File: config.mk
export PLATFORM = sky130hd
export DESIGN_NAME = firmware_upload_sequencer_top
export DESIGN_NICKNAME = d
export VERILOG_FILES = /design/src/fus_pkg.sv /design/src/fus_core.sv /design/src/fus_emitter.sv /design/src/firmware_upload_sequencer_top.sv
export SDC_FILE = /design/constraint.sdc
export NUM_CORES = 1
export LEC_CHECK = 0
export BUFFER_PORTS_ARGS = -buffer_cell sky130_fd_sc_hd__buf_4
export CAP_MARGIN = 15
export CORE_ASPECT_RATIO = 1.25
export CORE_MARGIN = 3
export CORE_UTILIZATION = 63
export CTS_BUF_LIST = sky130_fd_sc_hd__clkbuf_4 sky130_fd_sc_hd__clkbuf_8
export CTS_CLUSTER_SIZE = 14
export DETAILED_ROUTE_END_ITERATION = 10
export HOLD_SLACK_MARGIN = 0.02
export PLACE_DENSITY = 0.83
export SLEW_MARGIN = 20
export SYNTH_ARGS = -nofsm -noshare
export SYNTH_HDL_FRONTEND = slang
export SYNTH_HIERARCHICAL = 1
export SYNTH_SLANG_ARGS = --single-unit
export TNS_END_PERCENT = 50
File: constraint.sdc
create_clock -name clk -period 19.3 [get_ports clk]
set_input_delay 3.86 -clock clk [delete_from_list [all_inputs] [get_ports clk]]
set_output_delay 3.86 -clock clk [all_outputs]
set_load 0.05 [all_outputs]
File: src/fus_pkg.sv
// ----------------------------------------------------------------------------
// fus_pkg
// Shared types, codes and result builders of the firmware upload sequencer.
// ----------------------------------------------------------------------------
package fus_pkg;

	localparam int MAX_RESULTS = 3;
	localparam int CFG_IDX_W   = 4;

	localparam logic [5:0]  CODE_MASK            = 6'h3F;
	localparam logic [1:0]  SILENT_LIMIT         = 2'd3;
	localparam logic [15:0] SESSION_START        = 16'd1;
	localparam logic [8:0]  DEFAULT_PACKET_BYTES = 9'd64;

	// configuration register indexes
	typedef enum logic [CFG_IDX_W-1:0] {
		REG_PACKET_COUNT  = 4'd0,
		REG_PACKET_BYTES  = 4'd1,
		REG_IMAGE_CRC     = 4'd2,
		REG_IMAGE_VERSION = 4'd3,
		REG_REQUEST_CODE  = 4'd4,
		REG_DATA_CODE     = 4'd5,
		REG_VERIFY_CODE   = 4'd6,
		REG_RESTART_CODE  = 4'd7
	} reg_idx_t;

	typedef enum logic [1:0] {
		MODE_START = 2'd0,
		MODE_RESP  = 2'd1,
		MODE_TICK  = 2'd2
	} mode_t;

	localparam logic OUT_FRAME = 1'b0;
	localparam logic OUT_EVENT = 1'b1;

	localparam logic [2:0] EV_REQUEST  = 3'd0;
	localparam logic [2:0] EV_DATA     = 3'd1;
	localparam logic [2:0] EV_VERIFY   = 3'd2;
	localparam logic [2:0] EV_COMPLETE = 3'd3;
	localparam logic [2:0] EV_TIMEOUT  = 3'd4;

	localparam logic [1:0] ST_OK       = 2'd0;
	localparam logic [1:0] ST_MISMATCH = 2'd1;
	localparam logic [1:0] ST_DEV_ERR  = 2'd2;

	typedef struct packed {
		logic [1:0]  mode;
		logic [31:0] target_id;
		logic [31:0] term_id;
		logic [7:0]  group_id;
		logic [5:0]  resp_code;
		logic [7:0]  ack;
		logic [15:0] resp_session;
		logic [15:0] resp_index;
	} item_t;

	typedef struct packed {
		logic        out_kind;
		logic [5:0]  frame_cmd;
		logic [31:0] frame_target;
		logic [15:0] frame_session;
		logic [31:0] frame_arg;
		logic [2:0]  event_kind;
		logic [7:0]  event_group;
		logic [1:0]  event_status;
		logic [31:0] event_arg;
		logic        last;
	} result_t;

	typedef struct packed {
		logic [15:0] packet_count;
		logic [8:0]  packet_bytes;
		logic [15:0] image_crc;
		logic [31:0] image_version;
		logic [5:0]  request_code;
		logic [5:0]  data_code;
		logic [5:0]  verify_code;
		logic [5:0]  restart_code;
	} cfg_t;

	// results caused by one item, in order
	typedef struct packed {
		logic [1:0]                 count;
		result_t [MAX_RESULTS-1:0] res;
	} group_t;

	function automatic result_t mk_frame(logic [5:0] cmd, logic [31:0] tgt,
		logic [15:0] sess, logic [31:0] arg);
		result_t r;
		r               = '0;
		r.out_kind      = OUT_FRAME;
		r.frame_cmd     = cmd & CODE_MASK;
		r.frame_target  = tgt;
		r.frame_session = sess;
		r.frame_arg     = arg;
		return r;
	endfunction

	function automatic result_t mk_event(logic [2:0] kind, logic [31:0] tgt,
		logic [7:0] grp, logic [1:0] status, logic [31:0] arg);
		result_t r;
		r              = '0;
		r.out_kind     = OUT_EVENT;
		r.frame_target = tgt;
		r.event_kind   = kind;
		r.event_group  = grp;
		r.event_status = status;
		r.event_arg    = arg;
		return r;
	endfunction

endpackage

File: src/fus_core.sv
// ----------------------------------------------------------------------------
// fus_core
// Upload state and the single-pass decision logic for one registered item.
// ----------------------------------------------------------------------------
module fus_core (
	input  logic            clk,
	input  logic            arst_n,
	input  logic            fire,
	input  fus_pkg::item_t  item,
	input  fus_pkg::cfg_t   cfg,
	output fus_pkg::group_t group
);
	import fus_pkg::*;

	typedef enum logic [1:0] {
		PH_IDLE   = 2'd0,
		PH_REQ    = 2'd1,
		PH_DATA   = 2'd2,
		PH_VERIFY = 2'd3
	} phase_t;

	phase_t      phase_q, phase_n;
	logic [31:0] target_q, target_n;
	logic [15:0] sess_ctr_q, sess_ctr_n;
	logic [15:0] act_sess_q, act_sess_n;
	logic [15:0] idx_q, idx_n;
	logic [1:0]  silent_q, silent_n;

	logic        send;
	logic        ev_v;
	logic        fr_v;
	logic        done;
	result_t     ev;
	result_t     fr;
	logic [15:0] idx_inc;
	logic [31:0] total_size;

	assign idx_inc    = (idx_q == 16'hFFFF) ? idx_q : idx_q + 16'd1;
	assign total_size = {7'd0, 25'(cfg.packet_count) * 25'(cfg.packet_bytes)};

	always_comb begin
		phase_n    = phase_q;
		target_n   = target_q;
		sess_ctr_n = sess_ctr_q;
		act_sess_n = act_sess_q;
		idx_n      = idx_q;
		silent_n   = silent_q;
		send       = 1'b0;
		ev_v       = 1'b0;
		ev         = '0;
		done       = 1'b0;

		unique case (item.mode)
			MODE_START: begin
				if (phase_q == PH_IDLE) begin
					target_n   = item.target_id;
					act_sess_n = sess_ctr_q;
					sess_ctr_n = sess_ctr_q + 16'd1;
					phase_n    = PH_REQ;
					idx_n      = '0;
					silent_n   = '0;
					send       = 1'b1;
				end
			end
			MODE_RESP: begin
				if (phase_q != PH_IDLE) begin
					silent_n = '0;
					send     = 1'b1;
					if (item.term_id == target_q) begin
						priority if (item.resp_code == cfg.request_code) begin
							ev_v = 1'b1;
							if (item.resp_session != act_sess_q) begin
								ev = mk_event(EV_REQUEST, target_q, item.group_id,
									ST_MISMATCH, '0);
							end else if (item.ack == '0) begin
								idx_n   = '0;
								phase_n = PH_DATA;
								ev = mk_event(EV_REQUEST, target_q, item.group_id,
									ST_OK, '0);
							end else begin
								ev = mk_event(EV_REQUEST, target_q, item.group_id,
									ST_DEV_ERR, {24'd0, item.ack});
							end
						end else if (item.resp_code == cfg.data_code) begin
							ev_v = 1'b1;
							if (item.resp_session != act_sess_q) begin
								ev = mk_event(EV_DATA, target_q, item.group_id,
									ST_MISMATCH, '0);
							end else if (item.ack == '0) begin
								idx_n = idx_inc;
								if (idx_inc >= cfg.packet_count) begin
									phase_n = PH_VERIFY;
								end
								ev = mk_event(EV_DATA, target_q, item.group_id,
									ST_OK, {cfg.packet_count, idx_inc});
							end else begin
								ev = mk_event(EV_DATA, target_q, item.group_id,
									ST_DEV_ERR, {24'd0, item.ack});
							end
						end else if (item.resp_code == cfg.verify_code) begin
							ev_v = 1'b1;
							if (item.resp_session != act_sess_q) begin
								// verify mismatch is reported as a request event
								ev = mk_event(EV_REQUEST, target_q, item.group_id,
									ST_MISMATCH, '0);
							end else if (item.ack == '0) begin
								done     = 1'b1;
								send     = 1'b0;
								phase_n  = PH_IDLE;
								target_n = '0;
								idx_n    = '0;
								ev = mk_event(EV_VERIFY, target_q, item.group_id,
									ST_OK, '0);
							end else begin
								ev = mk_event(EV_VERIFY, target_q, item.group_id,
									ST_DEV_ERR, {24'd0, item.ack});
							end
						end else begin
							ev_v = 1'b0;
						end
					end
				end
			end
			MODE_TICK: begin
				if (phase_q != PH_IDLE) begin
					if (silent_q >= SILENT_LIMIT) begin
						ev_v     = 1'b1;
						ev       = mk_event(EV_TIMEOUT, target_q, '0, ST_OK, '0);
						phase_n  = PH_IDLE;
						target_n = '0;
						idx_n    = '0;
						silent_n = '0;
					end else begin
						silent_n = silent_q + 2'd1;
						send     = 1'b1;
					end
				end
			end
			default: begin
			end
		endcase
	end

	// frame of the phase the item leads into
	always_comb begin
		fr   = '0;
		fr_v = 1'b0;
		unique case (phase_n)
			PH_IDLE: begin
				fr_v = 1'b0;
			end
			PH_REQ: begin
				fr_v = send;
				fr   = mk_frame(cfg.request_code, target_n, act_sess_n, total_size);
			end
			PH_DATA: begin
				fr_v = send && (idx_n < cfg.packet_count);
				fr   = mk_frame(cfg.data_code, target_n, act_sess_n, {16'd0, idx_n});
			end
			PH_VERIFY: begin
				fr_v = send;
				fr   = mk_frame(cfg.verify_code, target_n, act_sess_n,
					{16'd0, cfg.image_crc});
			end
		endcase
	end

	// pack results in order and mark the final one
	always_comb begin
		group = '0;
		if (done) begin
			group.count  = 2'd3;
			group.res[0] = ev;
			group.res[1] = mk_event(EV_COMPLETE, target_q, item.group_id, ST_OK,
				cfg.image_version);
			group.res[2] = mk_frame(cfg.restart_code, target_q, act_sess_q, '0);
			group.res[2].last = 1'b1;
		end else if (ev_v) begin
			group.res[0] = ev;
			if (fr_v) begin
				group.count  = 2'd2;
				group.res[1] = fr;
				group.res[1].last = 1'b1;
			end else begin
				group.count  = 2'd1;
				group.res[0].last = 1'b1;
			end
		end else if (fr_v) begin
			group.count  = 2'd1;
			group.res[0] = fr;
			group.res[0].last = 1'b1;
		end
	end

	always_ff @(posedge clk or negedge arst_n) begin
		if (!arst_n) begin
			phase_q    <= PH_IDLE;
			target_q   <= '0;
			sess_ctr_q <= SESSION_START;
			act_sess_q <= '0;
			idx_q      <= '0;
			silent_q   <= '0;
		end else if (fire) begin
			phase_q    <= phase_n;
			target_q   <= target_n;
			sess_ctr_q <= sess_ctr_n;
			act_sess_q <= act_sess_n;
			idx_q      <= idx_n;
			silent_q   <= silent_n;
		end
	end

	a_idle_clean: assert property (@(posedge clk) disable iff (!arst_n)
		(phase_q == PH_IDLE) |-> (target_q == '0 && idx_q == '0 && silent_q == '0))
		else $error("idle with stale upload state");

	a_session_step: assert property (@(posedge clk) disable iff (!arst_n)
		(fire && item.mode == MODE_START && phase_q == PH_IDLE)
		|=> (sess_ctr_q == $past(sess_ctr_q) + 16'd1 && act_sess_q == $past(sess_ctr_q)))
		else $error("session number not taken from counter");

	a_idle_silent: assert property (@(posedge clk) disable iff (!arst_n)
		(fire && phase_q == PH_IDLE) |-> (group.count <= 2'd1))
		else $error("idle item produced more than the request frame");

endmodule

File: src/fus_emitter.sv
// ----------------------------------------------------------------------------
// fus_emitter
// Result register: holds one item's results and hands them out one by one.
// ----------------------------------------------------------------------------
module fus_emitter (
	input  logic             clk,
	input  logic             arst_n,
	input  logic             load,
	input  fus_pkg::group_t  group,
	output logic             free,
	output logic             result_valid,
	input  logic             result_stall,
	output fus_pkg::result_t result
);
	import fus_pkg::*;

	result_t [MAX_RESULTS-1:0] res_q;
	logic [1:0]                left_q;
	logic [1:0]                pos_q;
	logic                      take;

	assign result_valid = (left_q != 2'd0);
	assign take         = result_valid && !result_stall;
	assign free         = (left_q == 2'd0) || (left_q == 2'd1 && take);
	assign result       = res_q[pos_q];

	always_ff @(posedge clk) begin
		if (load) begin
			res_q <= group.res;
		end
	end

	always_ff @(posedge clk or negedge arst_n) begin
		if (!arst_n) begin
			left_q <= '0;
			pos_q  <= '0;
		end else if (load) begin
			left_q <= group.count;
			pos_q  <= '0;
		end else if (take) begin
			left_q <= left_q - 2'd1;
			pos_q  <= pos_q + 2'd1;
		end
	end

	a_in_range: assert property (@(posedge clk) disable iff (!arst_n)
		result_valid |-> ({1'b0, pos_q} + {1'b0, left_q} <= 3'(MAX_RESULTS)))
		else $error("result position runs past the stored group");

	a_last_mark: assert property (@(posedge clk) disable iff (!arst_n)
		result_valid |-> (result.last == (left_q == 2'd1)))
		else $error("last flag does not match remaining results");

endmodule

File: src/firmware_upload_sequencer_top.sv
// ----------------------------------------------------------------------------
// firmware_upload_sequencer_top
// Sender side of a packetized firmware upload to one device. Start, decoded
// response and silent tick transactions arrive on the item channel; frames to
// send and event notifications leave on the result channel, the final result
// of each item carrying last. An item is registered on acceptance and decided
// in one pass once the result register can take its group, updating the upload
// state and loading its zero to three results into the result register. A new
// item is taken every cycle while the result register can be refilled. It
// hands out one result per cycle unless the result channel stalls, and is
// refilled once its last result is taken. Payload bytes are not carried here:
// the host reads them at the packet index in each data frame. Configuration
// writes are always ready and must only happen while idle.
// ----------------------------------------------------------------------------
module firmware_upload_sequencer_top (
	input  logic                            clk,
	input  logic                            arst_n,
	// item channel
	input  logic                            item_valid,
	output logic                            item_stall,
	input  fus_pkg::item_t                  item,
	// result channel
	output logic                            result_valid,
	input  logic                            result_stall,
	output fus_pkg::result_t                result,
	// configuration write channel
	input  logic                            cfg_valid,
	output logic                            cfg_ready,
	input  logic [fus_pkg::CFG_IDX_W-1:0]   cfg_index,
	input  logic [31:0]                     cfg_data
);
	import fus_pkg::*;

	cfg_t   cfg_q;
	item_t  item_s1;
	logic   valid_s1;
	logic   free;
	logic   fire;
	logic   item_take;
	group_t group;

	// register writes are always accepted
	assign cfg_ready = 1'b1;

	always_ff @(posedge clk or negedge arst_n) begin
		if (!arst_n) begin
			cfg_q.packet_count  <= 16'd1;
			cfg_q.packet_bytes  <= DEFAULT_PACKET_BYTES;
			cfg_q.image_crc     <= '0;
			cfg_q.image_version <= '0;
			cfg_q.request_code  <= 6'd1;
			cfg_q.data_code     <= 6'd2;
			cfg_q.verify_code   <= 6'd3;
			cfg_q.restart_code  <= 6'd4;
		end else if (cfg_valid && cfg_ready) begin
			unique case (cfg_index)
				REG_PACKET_COUNT:  cfg_q.packet_count  <= cfg_data[15:0];
				REG_PACKET_BYTES:  cfg_q.packet_bytes  <= cfg_data[8:0];
				REG_IMAGE_CRC:     cfg_q.image_crc     <= cfg_data[15:0];
				REG_IMAGE_VERSION: cfg_q.image_version <= cfg_data;
				REG_REQUEST_CODE:  cfg_q.request_code  <= cfg_data[5:0];
				REG_DATA_CODE:     cfg_q.data_code     <= cfg_data[5:0];
				REG_VERIFY_CODE:   cfg_q.verify_code   <= cfg_data[5:0];
				REG_RESTART_CODE:  cfg_q.restart_code  <= cfg_data[5:0];
				default: begin
					// drop writes to unused indexes
				end
			endcase
		end
	end

	// Decide the registered item once the result register can take its group;
	// hold the input stage otherwise.
	assign fire       = valid_s1 && free;
	assign item_stall = valid_s1 && !free;
	assign item_take  = item_valid && !item_stall;

	always_ff @(posedge clk) begin
		if (item_take) begin
			item_s1 <= item;
		end
	end

	always_ff @(posedge clk or negedge arst_n) begin
		if (!arst_n) begin
			valid_s1 <= 1'b0;
		end else if (item_take) begin
			valid_s1 <= 1'b1;
		end else if (fire) begin
			valid_s1 <= 1'b0;
		end
	end

	fus_core u_core (
		.clk    (clk),
		.arst_n (arst_n),
		.fire   (fire),
		.item   (item_s1),
		.cfg    (cfg_q),
		.group  (group)
	);

	// load even an empty group so the stage drains cleanly
	fus_emitter u_emitter (
		.clk          (clk),
		.arst_n       (arst_n),
		.load         (fire),
		.group        (group),
		.free         (free),
		.result_valid (result_valid),
		.result_stall (result_stall),
		.result       (result)
	);

	a_stall_pending: assert property (@(posedge clk) disable iff (!arst_n)
		item_stall |-> (valid_s1 && result_valid))
		else $error("input stalled with nothing pending downstream");

endmodule

# [Word level (Yosys, flattened, before mapping)]
# Cells that the tools add are included.
[op_classes] addsub=5 mul=1 order_cmp=4 eq_ne=22 muxes=109 n_bitwise=1 reduce_logical=33
[ops] op="2-to-1 mux 133 bit" count=9
[ops] op="case mux 132 bit (3 select lines)" count=1
[ops] op="2-to-1 mux 32 bit" count=10
[ops] op="binary-select mux 133 bit (select 2 bit)" count=1
[ops] op="case mux 133 bit (2 select lines)" count=1
[ops] op="2-to-1 mux 259 bit" count=1
[ops] op="2-to-1 mux 16 bit" count=15
[ops] op="2-to-1 mux 35 bit" count=5
[ops] op="2-to-1 mux 132 bit" count=1
[ops] op="2-to-1 mux 126 bit" count=1
[ops] op="case mux 32 bit (3 select lines)" count=1
[ops] op="2-to-1 mux 2 bit" count=26
[ops] op="case mux 16 bit (3 select lines)" count=1
[ops] op="2-to-1 mux 45 bit" count=1
[ops] op="adder 16 x 1 -> 16 bit, second input constant" count=2
[ops] op="== test 32 bit" count=1
[ops] op="2-to-1 mux 1 bit" count=30
[ops] op="multiplier 16 x 9 -> 25 bit" count=1
[ops] op="== test 6 bit" count=3
[ops] op="== test 16 bit, second input constant" count=1
[ops] op="== test 4 x 3 -> 1 bit, second input constant" count=4
[ops] op="greater-or-equal comparator 16 bit" count=1
[ops] op="< comparator 16 bit" count=1
[ops] op="inequality test 16 bit" count=1
[ops] op="other kinds (25)" count=56
[word_totals] register_bits=689 in_bits=161 out_inout_bits=136 wordCells=230

# [Logic depth before layout (Yosys ltp)]
# Gate-level depths: netlist of the first run.
[depth] word_depth=18 ltp_mapped=24 ltp_nobuf=20

# [Modules after synthesis]
# Netlist of the first run, hierarchy kept.
[by_module_without_submodules] module="fus_emitter" instances=1 cells_per_inst=738 area_per_inst_um2=15159.5 seq_area_each_um2=12081.6
[by_module_without_submodules] module="fus_core" instances=1 cells_per_inst=1826 area_per_inst_um2=14441.4 seq_area_each_um2=2103.3
[by_module_without_submodules] module="firmware_upload_sequencer_top" instances=1 cells_per_inst=343 area_per_inst_um2=7529.7 seq_area_each_um2=6064.6

# [Least setup slack after synthesis of the first run]
# Ideal clock, no wire load.
[synth_path] path_kind="in2reg" start="input port result_stall" end="register u_core.sess_ctr_q[13]" setup_ns=0.123 t_arrival_ns=17.374 required_time_ns=19.177 slack_ns=1.804 cell_stages=9 path_buffers=0 cell_sequence="o21ai_0 and2_1 clkinv_1 nor2_1 nand3_1 nor3_1 and2_1 nand3_1 xnor2_1"
[synth_via] elab_chain_cells=6
[synth_lines] item="start, declared" line_no="firmware_upload_sequencer_top.sv:24" text="input logic result_stall,"
[synth_lines] item="logical NOT 1 bit" line_no="fus_emitter.sv:23" text="assign take = result_valid && !result_stall;"
[synth_lines] item="logical AND 1 bit" line_no="fus_emitter.sv:23"
[synth_lines] item="logical AND 1 bit" line_no="fus_emitter.sv:24" text="assign free = (left_q == 2'd0) || (left_q == 2'd1 && take);"
[synth_lines] item="logical OR 1 bit" line_no="fus_emitter.sv:24"
[synth_lines] item="logical AND 1 bit" line_no="firmware_upload_sequencer_top.sv:74" text="assign fire = valid_s1 && free;"
[synth_lines] item="net fire" line_no="firmware_upload_sequencer_top.sv:38" text="logic fire;"
[synth_lines] item="AND reduction 3 bit (no source line)"
[synth_lines] item="end signal, assigned" line_no="fus_core.sv:206" text="sess_ctr_q <= sess_ctr_n;"
[synth_lines] item="end, declared" line_no="fus_core.sv:24" text="logic [15:0] sess_ctr_q, sess_ctr_n;"
# The timed path passes the listed nets, and every way through them passes these cells.
# A chain may end at the register's enable or synchronous reset.

# [Worst setup path after layout of the first run]
[layout_path] start="input port result_stall" end="output port item_stall"
[layout_via] elab_chain_cells=6
[layout_lines] item="logical NOT 1 bit" line_no="fus_emitter.sv:23"
[layout_lines] item="logical AND 1 bit" line_no="fus_emitter.sv:23"
[layout_lines] item="logical AND 1 bit" line_no="fus_emitter.sv:24"
[layout_lines] item="logical OR 1 bit" line_no="fus_emitter.sv:24"
[layout_lines] item="net free" line_no="firmware_upload_sequencer_top.sv:37" text="logic free;"
[layout_lines] item="logical NOT 1 bit" line_no="firmware_upload_sequencer_top.sv:75" text="assign item_stall = valid_s1 && !free;"
[layout_lines] item="logical AND 1 bit" line_no="firmware_upload_sequencer_top.sv:75"
[layout_lines] item="end, declared" line_no="firmware_upload_sequencer_top.sv:20" text="output logic item_stall,"
# The timed path passes the listed nets, and every way through them passes these cells.

==> results of run 1 <==
==> cell type report <==
class | count | area, sq um
clock inverter | 37 | 320
multi-input combinational | 1836 | 14900
inverter | 179 | 672
antenna | 1 | 2.50
fill | 3802 | 16500
clock buffer | 162 | 1970
tap | 750 | 938
timing repair buffer | 311 | 2340
sequential | 689 | 19800
==> worst min path at each step <==
stage	slack, ns	startpoint	endpoint	cells after the start
after floorplan	0.45	u_core/silent_q[1]	u_core/silent_q[1]	2
after global placement	0.47	u_core/silent_q[1]	u_core/silent_q[1]	2
after detailed placement	0.49	cfg_q[63]	cfg_q[63]	1
after CTS	0.50	cfg_q[1]	cfg_q[1]	1
after global routing	0.52	cfg_q[0]	cfg_q[0]	1
final	0.50	cfg_q[1]	cfg_q[1]	1
==> sequential cells by signal (all words and copies together) (netlist names) <==
register and flops:
u_core/act_sess_q 16, u_core/target_q 32, cfg_q 97, valid_s1 1
u_emitter/res_q 399, u_core/silent_q 2, item_s1 104, u_emitter/left_q 2
u_core/phase_q 2, u_emitter/pos_q 2, u_core/sess_ctr_q 16, u_core/idx_q 16
==> worst reg2reg max path, cell delays in order (launching register included) <==
cell and delay, ns:
dfrtp_1 0.44, xnor2_1 0.47, nand4_1 0.27, nor4_1 0.61, nand2_1 0.42, nor4b_2 0.47, nor2_1 0.30, a22oi_1 0.42
inv_1 0.08, ha_1 0.30, and3_1 0.21, a221o_1 0.16, a21oi_1 0.10, a211oi_1 0.24, o21ai_1 0.15, a31oi_4 0.23
buf_4 0.72, buf_4 0.83, o21ai_0 0.23
==> stage by stage <==
| stage | setup slack (ns) | power [mW] | utilization (%) | instance area [sq um] | hold slack (ns) |
|---|---|---|---|---|---|
| global placement | 10.85 | 5.86 | 67.3 | 38600 | 0.470 |
| finish | 10.76 | 7.32 | 71.3 | 40900 | 0.501 |
| detailed placement | 10.81 | 5.99 | 67.3 | 38600 | 0.487 |
| CTS | 10.81 | 7.30 | 71.3 | 40900 | 0.504 |
| global route | 10.68 | 7.71 | 71.3 | 40900 | 0.516 |
| floorplan | 1.80 | 5.11 | - | 37000 | 0.454 |
==> per-layer routing <==
layer / vias up / track usage, % / part of all wire (%)
li1: 10803 / - / -
met1: 12260 / 37.4 / 37
met2: 1313 / 50.4 / 50
met3: 272 / 5.33 / 8.5
met4: 0 / 14.6 / 4.6
met5: - / 0 / 0
==> report_power, final <==
part           switching [mW]  total [mW]  internal [mW]
registers               0.308        2.49           2.18
clock network           0.573        1.29          0.719
logic                    2.37        3.54           1.17
==> out/summary.txt, run 1 <==
DR iter-0 viols - 2,611
Clock sinks - 689
Top cell by count, worst path - buf_4
Cts bufs inserted - 105
Port Buffers - 279
Total Routing Usage GR - 29.8%
Drt drc - 0
Crit path capture - item_stall
First-pass GRT wire length - 141,000 um
Highest-count cells in the layout ignoring fill and taps - edfxtp_1, buf_4, inv_1, dfrtp_1, nand2_1
Reg-to-Reg End - u_emitter/res_q[94]
Area growth syn-to-layout - 11.6%
CP Capture Type - output port
RSZ-0062 raised after global routing - no
Vias per cell - 6.22
Reg2reg start - u_core/target_q[27]
H-Tree Depth - 3
Fin crit period - 8.54 ns
Leakage power - 16.2 nW
WL final - 92,800 um
Crit path required time - 15.44 ns
HPWL Detailed - 61,000 um
Vias - 24,648
I/O pin cnt - 297
Most common cell after layout, fill and taps aside - edfxtp_1
Initial antenna violation count - 1
# placed instances - 3,765
Postcts setup bufs - 0
Die area - 61,100 sq um
CP Cell Sequence - buf_4 > o21ai_0 > nand2b_1 > inv_1 > buf_4
GRT overflow - 0
Maximum vdd ir drop - 152 uV
Clock skew - 0.0325 ns
Nets - 3,468
Detailed Routing Iterations Pass 1 - 8
Number of global-route vias before repair - 25,306
Pwr dens - 179 nW/um^2
Crit path depth - 5
Finished Layout Cells - 3,965
Avg Cell Area, Syn - 12.7 sq um
Pin count of the biggest net entering global routing - 97
CTS tree - built
Synth Instances - 2,891
Highest clock rate - 0.117 GHz
Horiz. Die Dim - 222 um
Syn. warnings - 6
Fraction of layout cells with a size suffix above 1 - 21.7%
Mapped cell area - 36,700 sq um
CP Max Fanout - 7
Slew @ Worst Pin - 1.13 ns
R2r setup slk - 12.38 ns
GPL Wtd Cong - 0.952
Fin. Hold Viols - 0
Later-pin clock latency in the skew report - 0.71 ns
CP startpoint kind - input port
Min-delay worst type - reg2reg
Final setup violation count - 0
Status - finished, final reports clean
Slowest-stage cell, CP - o21ai_0
Slew Limit Fails - 0
Setup Crit Path Kind - in2out
Max-slew headroom - 24.4%
Core footprint - 57,400 sq um
CTS resizes - 0
Maximum root-to-sink buffer count - 3
Die H - 276 um
Clock-pin transition on the worst setup and hold timing paths - 0.06 ns
Crit-path max cell delay - 0.25 ns
CP startpoint - result_stall
Max_cap viols - 0
Total negative slack - 0 ns
Routed WL per cell - 23.4 um
Critical Path AT - 4.68 ns
# hold bufs at CTS - 0
Initial core utilization - 63.9%
CTS Root Cell - clkbuf_8
Cell family with most CP delay - buffers and inverters
Row count - 98
Final Cycle Share - 44.2%
Detail Route Antenna Nets - 0
Bufs and invs on worst path - 3
R2R cell count - 18
No activity file was read; power rests on OpenSTA's default activity.
==> run 2, diff against run 1 <==
CORE_UTILIZATION = 57   (was 63)
PLACE_DENSITY = 0.79   (was 0.83)
clock period = 7.1 ns   (was 19.3 ns; I/O delays follow)
==> run 2 against run 1 <==
  * Register-to-register slack lost 11 ns
  * Sequential power grew to 2.7 times the previous value
  * Sequential share of layout area shrank 0.10 points
  * Count of clock-buffer cells in the layout grew 3
  * Utilization shrank 6.6 points
  * Die area grew 10%
  * Clock skew grew 0.026 ns
  * Global-route usage shrank 2.4 points
  * Critical path depth grew 13
  * Hold slack lost 0.0052 ns
  * Via count shrank 1.0%
  * Combinational power grew to 2.7 times the previous value
  * Critical path type is now reg2reg
  * Critical endpoint is now u_emitter/res_q[202]
  * Largest power group unchanged
==> out/summary.txt, run 2 (synthesis results as in run 1) <==
Postcts setup bufs - 0
Drt drc - 0
Fraction of layout cells with a size suffix above 1 - 21.7%
Final Cycle Share - 86.5%
Post-layout util - 64.6%
Final Power - 19.6 mW
Cts bufs inserted - 106
Vias per cell - 6.01
CTS resizes - 0
WL final - 93,100 um
Total Routing Usage GR - 27.3%
RSZ-0062 raised after global routing - no
Detailed Routing Iterations Pass 1 - 8
Slew @ Worst Pin - 1.13 ns
Die H - 290 um
Pin count of the biggest net entering global routing - 180
Crit path required time - 7.48 ns
Setup ws final - 0.955 ns
Max layer used - met4
Max-slew headroom - 24.9%
Clock sinks - 689
Die area - 67,400 sq um
GRT overflow - 0
Slew Limit Fails - 0
Detail Route Antenna Nets - 0
Pwr dens - 478 nW/um^2
Setup Crit Path Kind - reg2reg
Most common cell after layout, fill and taps aside - edfxtp_1
Routed length on met2 - 46,800 um
# hold bufs at CTS - 0
Initial core utilization - 57.8%
Final instance area - 41,000 sq um
Max_cap viols - 0
Cell Area, Placed - 38,800 sq um
I/O pin cnt - 297
CP startpoint kind - flip-flop
Number of global-route vias before repair - 25,058
HPWL Detailed - 62,300 um
Final setup violation count - 0
Min-delay worst type - reg2reg
H-Tree Depth - 3
Initial antenna violation count - 4
R2r setup slk - 0.96 ns
Routed WL per cell - 22.9 um
Vias - 24,400
Biggest registers after layout - u_emitter/res_q (399), item_s1 (104), cfg_q (97)
Clock skew - 0.0587 ns
GPL Wtd Cong - 0.917
Highest-count cells in the layout ignoring fill and taps - edfxtp_1, buf_4, inv_1, dfrtp_1, nand2_1
Row count - 103
Status - finished, final reports clean
Maximum vdd ir drop - 360 uV
Horiz. Die Dim - 233 um
R2R cell count - 18
Leakage power - 16.2 nW
Port Buffers - 279
Met3 WL post-DR - 6370 um
Total negative slack - 0 ns
WHS Path Cells - 1
Critical Path AT - 6.53 ns
Wire length on met1 - 35,900 um
Nets - 3,473
Pre-CTS setup slack - 0.985 ns
Largest Register - u_emitter/res_q
CP Capture Type - flip-flop
DR iter-0 viols - 2,323
Maximum root-to-sink buffer count - 3
Highest clock rate - 0.163 GHz
Later-pin clock latency in the skew report - 0.72 ns
CTS tree - built
CP Max Fanout - 17
First-pass GRT wire length - 142,000 um
Fin crit period - 6.14 ns
CTS Root Cell - clkbuf_8
Fin. Hold Viols - 0
Max FFs per register - 399
Clock-pin transition on the worst setup and hold timing paths - 0.06 ns
Area growth syn-to-layout - 11.8%
Core footprint - 63,400 sq um
-- run 2: changes by cell type in the layout (fill, tap and decap cells not counted), sizes merged --
cell      before  now
bufinv         5    1
clkinvlp       2    3
clkbuf       163  166
diode          1    4
buf          310  314
-- run 2: metal layers --
layer | track usage, % | vias up
met2 | 46.7 | 1147
met5 | 0 | -
met3 | 4.48 | 274
met4 | 12.2 | 0
li1 | - | 10842
met1 | 34.4 | 12137
-- run 2: final timing paths --
check | end | start
min | cfg_q[1] | cfg_q[1]
min reg2reg | cfg_q[1] | cfg_q[1]
max in group asynchronous | u_emitter/pos_q[0] | arst_n
max | u_emitter/res_q[202] | cfg_q[73]
min in group asynchronous | cfg_q[36] | arst_n
max reg2reg | u_emitter/res_q[202] | cfg_q[73]
-- run 2: power by group --
group	internal [mW]	total (mW)	switching (mW)
Clock	1.82	3.37	1.54
Combinational	3.18	9.54	6.36
Sequential	5.93	6.70	0.769
Total	10.9	19.6	8.68
-- run 2: layout make-up --
| cell class | instances | area [sq um] |
|---|---|---|
| clock inverters | 34 | 204 |
| diodes | 4 | 10.0 |
| multi-input cells | 1836 | 14900 |
| fillers | 4756 | 22400 |
| clock buffers | 165 | 1990 |
| flip-flops and latches | 689 | 19800 |
| well taps | 840 | 1050 |
| repair buffers | 315 | 2410 |
| inverters | 179 | 672 |
-- run 2: critical path, stage by stage, from the launching register on --
cell and delay [ns]:
dfrtp_1 0.77, nand2_1 0.16, fa_1 0.52, inv_1 0.05, fa_1 0.49, inv_1 0.05, fa_1 0.53, inv_1 0.05
fa_1 0.43, ha_1 0.26, or3_1 0.40, a221oi_1 0.47, o211ai_1 0.21, a41oi_1 0.33, nor2_1 0.07, o21ai_0 0.35
a311o_1 0.25, xor2_1 0.32, nor4_1 0.10
-- run 2: through the flow --
step           hold slack (ns)  instances
6_report                 0.496       4062
5_1_grt                  0.507       4061
4_1_cts                  0.500       4058
3_5_place_dp             0.488       3859
3_3_place_gp             0.470       3859
2_1_floorplan            0.454       2985
